--- config.mk ---
export PLATFORM = sky130hd
export DESIGN_NAME = pctt_ram
export DESIGN_NICKNAME = d
export VERILOG_FILES = /design/src/rtl/core/periodic_callback_timer_table_defines.svh /design/src/rtl/core/pctt_ram.sv
export SDC_FILE = /design/constraint.sdc
export NUM_CORES = 1
export LEC_CHECK = 0
export BUFFER_PORTS_ARGS = -buffer_cell sky130_fd_sc_hd__buf_2
export CORE_UTILIZATION = 64
export CTS_BUF_LIST = sky130_fd_sc_hd__clkbuf_2 sky130_fd_sc_hd__clkbuf_4 sky130_fd_sc_hd__clkbuf_8
export DETAILED_ROUTE_END_ITERATION = 8
export GPL_TIMING_DRIVEN = 1
export MAX_ROUTING_LAYER = met4
export PLACE_DENSITY = 0.91
export SETUP_SLACK_MARGIN = 0.4
export SLEW_MARGIN = 20
export SYNTH_ARGS = -nofsm -noshare
export SYNTH_HDL_FRONTEND = slang
export SYNTH_SLANG_ARGS = --single-unit
--- constraint.sdc ---
create_clock -name clk -period 4.5 [get_ports clk]
set_clock_uncertainty 0.15 [all_clocks]
set_input_delay 0.225 -clock clk [delete_from_list [all_inputs] [get_ports clk]]
set_output_delay 0.225 -clock clk [all_outputs]
set_load 0.01 [all_outputs]
--- src/rtl/core/periodic_callback_timer_table_defines.svh ---
// Assertion macros used by the timer table RTL.
`ifndef PERIODIC_CALLBACK_TIMER_TABLE_DEFINES_SVH
`define PERIODIC_CALLBACK_TIMER_TABLE_DEFINES_SVH

// Same-cycle implication, sampled on clk, off while rst_n is low.
`define PCTT_ASSERT_NOW(label, ante, cons, msg) \
  label: assert property (@(posedge clk) disable iff (!rst_n) (ante) |-> (cons)) \
    else $error(msg);

// Next-cycle implication, sampled on clk, off while rst_n is low.
`define PCTT_ASSERT_NEXT(label, ante, cons, msg) \
  label: assert property (@(posedge clk) disable iff (!rst_n) (ante) |=> (cons)) \
    else $error(msg);

`endif

--- src/rtl/core/pctt_ram.sv ---
// Generic simple dual-port RAM: one write port, one registered read port.
`timescale 1ns / 1ps

module pctt_ram #(
  parameter int WIDTH = 32,
  parameter int DEPTH = 16
) (
  input  logic                     clk,
  input  logic                     wr_en,
  input  logic [$clog2(DEPTH)-1:0] wr_addr,
  input  logic [WIDTH-1:0]         wr_data,
  input  logic                     rd_en,
  input  logic [$clog2(DEPTH)-1:0] rd_addr,
  output logic [WIDTH-1:0]         rd_data
);

  logic [WIDTH-1:0] mem [DEPTH];
  logic [WIDTH-1:0] rd_data_r;

  always_ff @(posedge clk) begin
    if (wr_en) begin
      mem[wr_addr] <= wr_data;
    end
    if (rd_en) begin
      rd_data_r <= mem[rd_addr];
    end
  end

  assign rd_data = rd_data_r;

endmodule

==> key figures <==
Logic synthesis
  • Ys Warns: 0
  • Post-Syn Instances: 838
  • Mapped Area: between 20000 and 25000 um2
  • Avg Synthesized Cell Area: 24.1 um2
  • Flops & latches, synth: 544
  • Syn_nets: 881
  • Yosys top cell by area: edfxtp_1
  • Register area share after synthesis: 81.0%
  • Netlist cell types: 17
  • Area share of the largest cell type after synthesis: 81.0%
  • Ranking of synthesized cells by area: edfxtp_1 (81%), mux4_2 (14%), a22oi_1 (2.4%), nand2_1 (0.61%), buf_4 (0.41%)

Setup path
  • CP max stage cell: mux4_2
  • Critical Path Max Stage Delay: 0.61 ns
  • Startpoint Class: primary input
  • Worst path cell trace: clkbuf_8 > buf_4 > mux4_2 > a22oi_1 > nand2_1
  • Crit path max-delay family: buffers and inverters
  • Worst-path fanout max: 54
  • Crit path DAT: about 2.3 ns
  • Crit path required time: 4.70 ns
  • R2r setup slk: 2.77 ns
  • Crit Path Category: primary input to register
  • CP bufs+invs: 2
  • Crit path from: rd_addr[0]
  • CP Capture Type: register
  • Worst R2R Start: mem[8][20]$_DFFE_PP_

Drt
  • Wire length on met3: 4.92 mm
  • Vias: 10100
  • M1 wire length: around 16 mm
  • DRT antenna net count: 0
  • Wire per inst: roughly 31 um
  • Final wirelength: 46.2 mm
  • Routed wl met2: 23.9 mm
  • DRT Pass-1 Iters: 7
  • DR top layer: met4
  • Via density: between 6 and 7
  • Initial DRC Count: 1114
  • DR DRC count: 4

Timing
  • Slew Limit Headroom: 19.8%
  • Worst Max-Slew Pin Slew: 1.20 ns
  • Tcrit/Tclk final: between 40% and 50%
  • Setup Viol. Count Final: 0
  • Final slew viol count: 0
  • Final Hold Fails: 0
  • Post-route setup TNS: 0 ns
  • Fmax: 484 MHz
  • Unrepaired setup endpoints after global routing: no
  • Tmin final: 2.07 ns

Clocking
  • Worst-Skew Late Latency: 0.62 ns
  • Number of gates resized after CTS: 0
  • Clock root cell: clkbuf_8
  • Clk buf depth: 3
  • CTS tree: yes
  • CTS buffer count: ~80
  • Hold_buf cts: 32
  • H-Tree Depth: 3
  • Clock slew at reported path FFs: 0.06 ns
  • Post-CTS Setup Bufs: 0
  • Clk sinks: between 500 and 600

Power and ir drop
  • Peak VDD IR: between 200 and 250 uV
  • Total power: 10300 uW
  • Pwr Density: 446 nW/um2
  • Static Leak: 0.00752 uW

GRT
  • Tot GR Track Use: between 30% and 40%
  • Largest net degree at the start of global routing: 88
  • Vias in the first global route: 10700
  • First-pass GRT wire length: 67.3 mm
  • Initial antenna violation count: 0
  • Grt total ovfl: 0

Finish
  • Final #Nets: 1053
  • Design Area, Final: roughly 23000 um2
  • Syn-to-layout area delta: 14.8%
  • Layout cells sized above 1: 35.3%

Place
  • Port Buf Inserts: 74
  • Cell Area, Placed: 21200 um2
  • Detail Placement HPWL: 23.4 mm
  • Final Wtd Congestion: 0.759

Floorplanning
  • # IOs: 75
  • Die height: roughly 180 um
  • Site Rows: 64
  • Die Span X: approximately 180 um
  • Die area: approximately 32000 um2
  • Core area: between 30000 and 40000 um2
  • Initial Util: 65.4%

Outcome
  • Status: complete, but fails checks
  • Failing checks: design-rule violations

Min path
  • Worst Min Path Start: wr_addr[0]
  • Type of the most critical hold path: primary input to register

Flow run
  • Max-capacitance violation count: 0
-- state kept, by name, summed over array words and instances (netlist names) --
name	flops
mem	512
rd_data	32
-- area by class of cell --
type                            instances  area [um2]
Antenna cell                            2        5.00
Clock buffer                          110        1350
Multi-Input combinational cell        251        3750
Timing Repair Buffer                  132         935
Clock inverter                         38         289
Tap cell                              396         495
Sequential cell                       544       16300
Fill cell                            1439        7670
-- cells in the mapped netlist (all sizes together) --
master and number:
nand3b 2, nor2b 2, and2 1, nand2 33
edfxtp 544, buf 26, clkbuf 17, nor2 13
nand2b 2, nor3 4, mux4 128, a22oi 64
nand3 1, or3b 1
-- routing by layer --
metal / vias to the layer above / global-route usage (%)
li1: 3966 / -
met3: 141 / 5.77
met5: - / -
met1: 5200 / 38.4
met4: 0 / 13.7
met2: 779 / 49.4
-- cells by family after synthesis --
logic type	after synthesis	share of synthesized area, %
simple gates	59	1.25
flops	544	81.0
buf+inv	43	1.10
mux	128	14.3
compound gates	64	2.38
-- placed cells by master (no fill, tap or decap) --
cell           synthesis  layout
nor3_2                 0       4
buf_12                 0       3
clkinv_2               0      10
clkinv_1               0      18
edfxtp_1             544     544
inv_6                  0       2
buf_4                 11      24
clkinvlp_4             0       3
mux4_2               128     128
nand2b_1               2       2
nor2_4                 0      13
nand3b_1               2       2
bufinv_16              0       4
dlygate4sd3_1          0      32
diode_2                0       2
nor2b_4                0       2
nand3_1                1       1
clkbuf_4               0      27
buf_2                  4      72
clkbuf_8               0      84
and2_2                 0       1
a22oi_1               64      64
nand2_1               33      33
or3b_2                 1       1
inv_8                  0       1
-- power by group --
group	total (uW)	switching, uW	internal [uW]
sequential	5750	38.8	5710
combinational	525	311	214
clock	4050	1870	2190
total	10300	2220	8110
-- per-stage QoR --
| step | hold WS [ns] | worst slack (ns) | util (%) | std cells |
|---|---|---|---|---|
| 2_1_floorplan | 0.174 | 0.945 | - | 838 |
| 3_3_place_gp | 0.438 | 1.92 | 68.8 | 1291 |
| 3_5_place_dp | 0.460 | 1.83 | 68.8 | 1291 |
| 4_1_cts | 0.0327 | 2.44 | 75.1 | 1471 |
| 5_1_grt | 0.0496 | 2.32 | 75.1 | 1471 |
| 6_report | 0.0712 | 2.43 | 75.1 | 1473 |
-- path summary, 6_finish.rpt --
check                                             end  depth (start not counted)
worst max register to register  rd_data[20]$_DFFE_PP_                          3
worst min register to register   rd_data[8]$_DFFE_PP_                          3
worst min-delay path              mem[4][2]$_DFFE_PP_                          2
worst max-delay path            rd_data[30]$_DFFE_PP_                          5
Power figures use the tool's default switching activity.
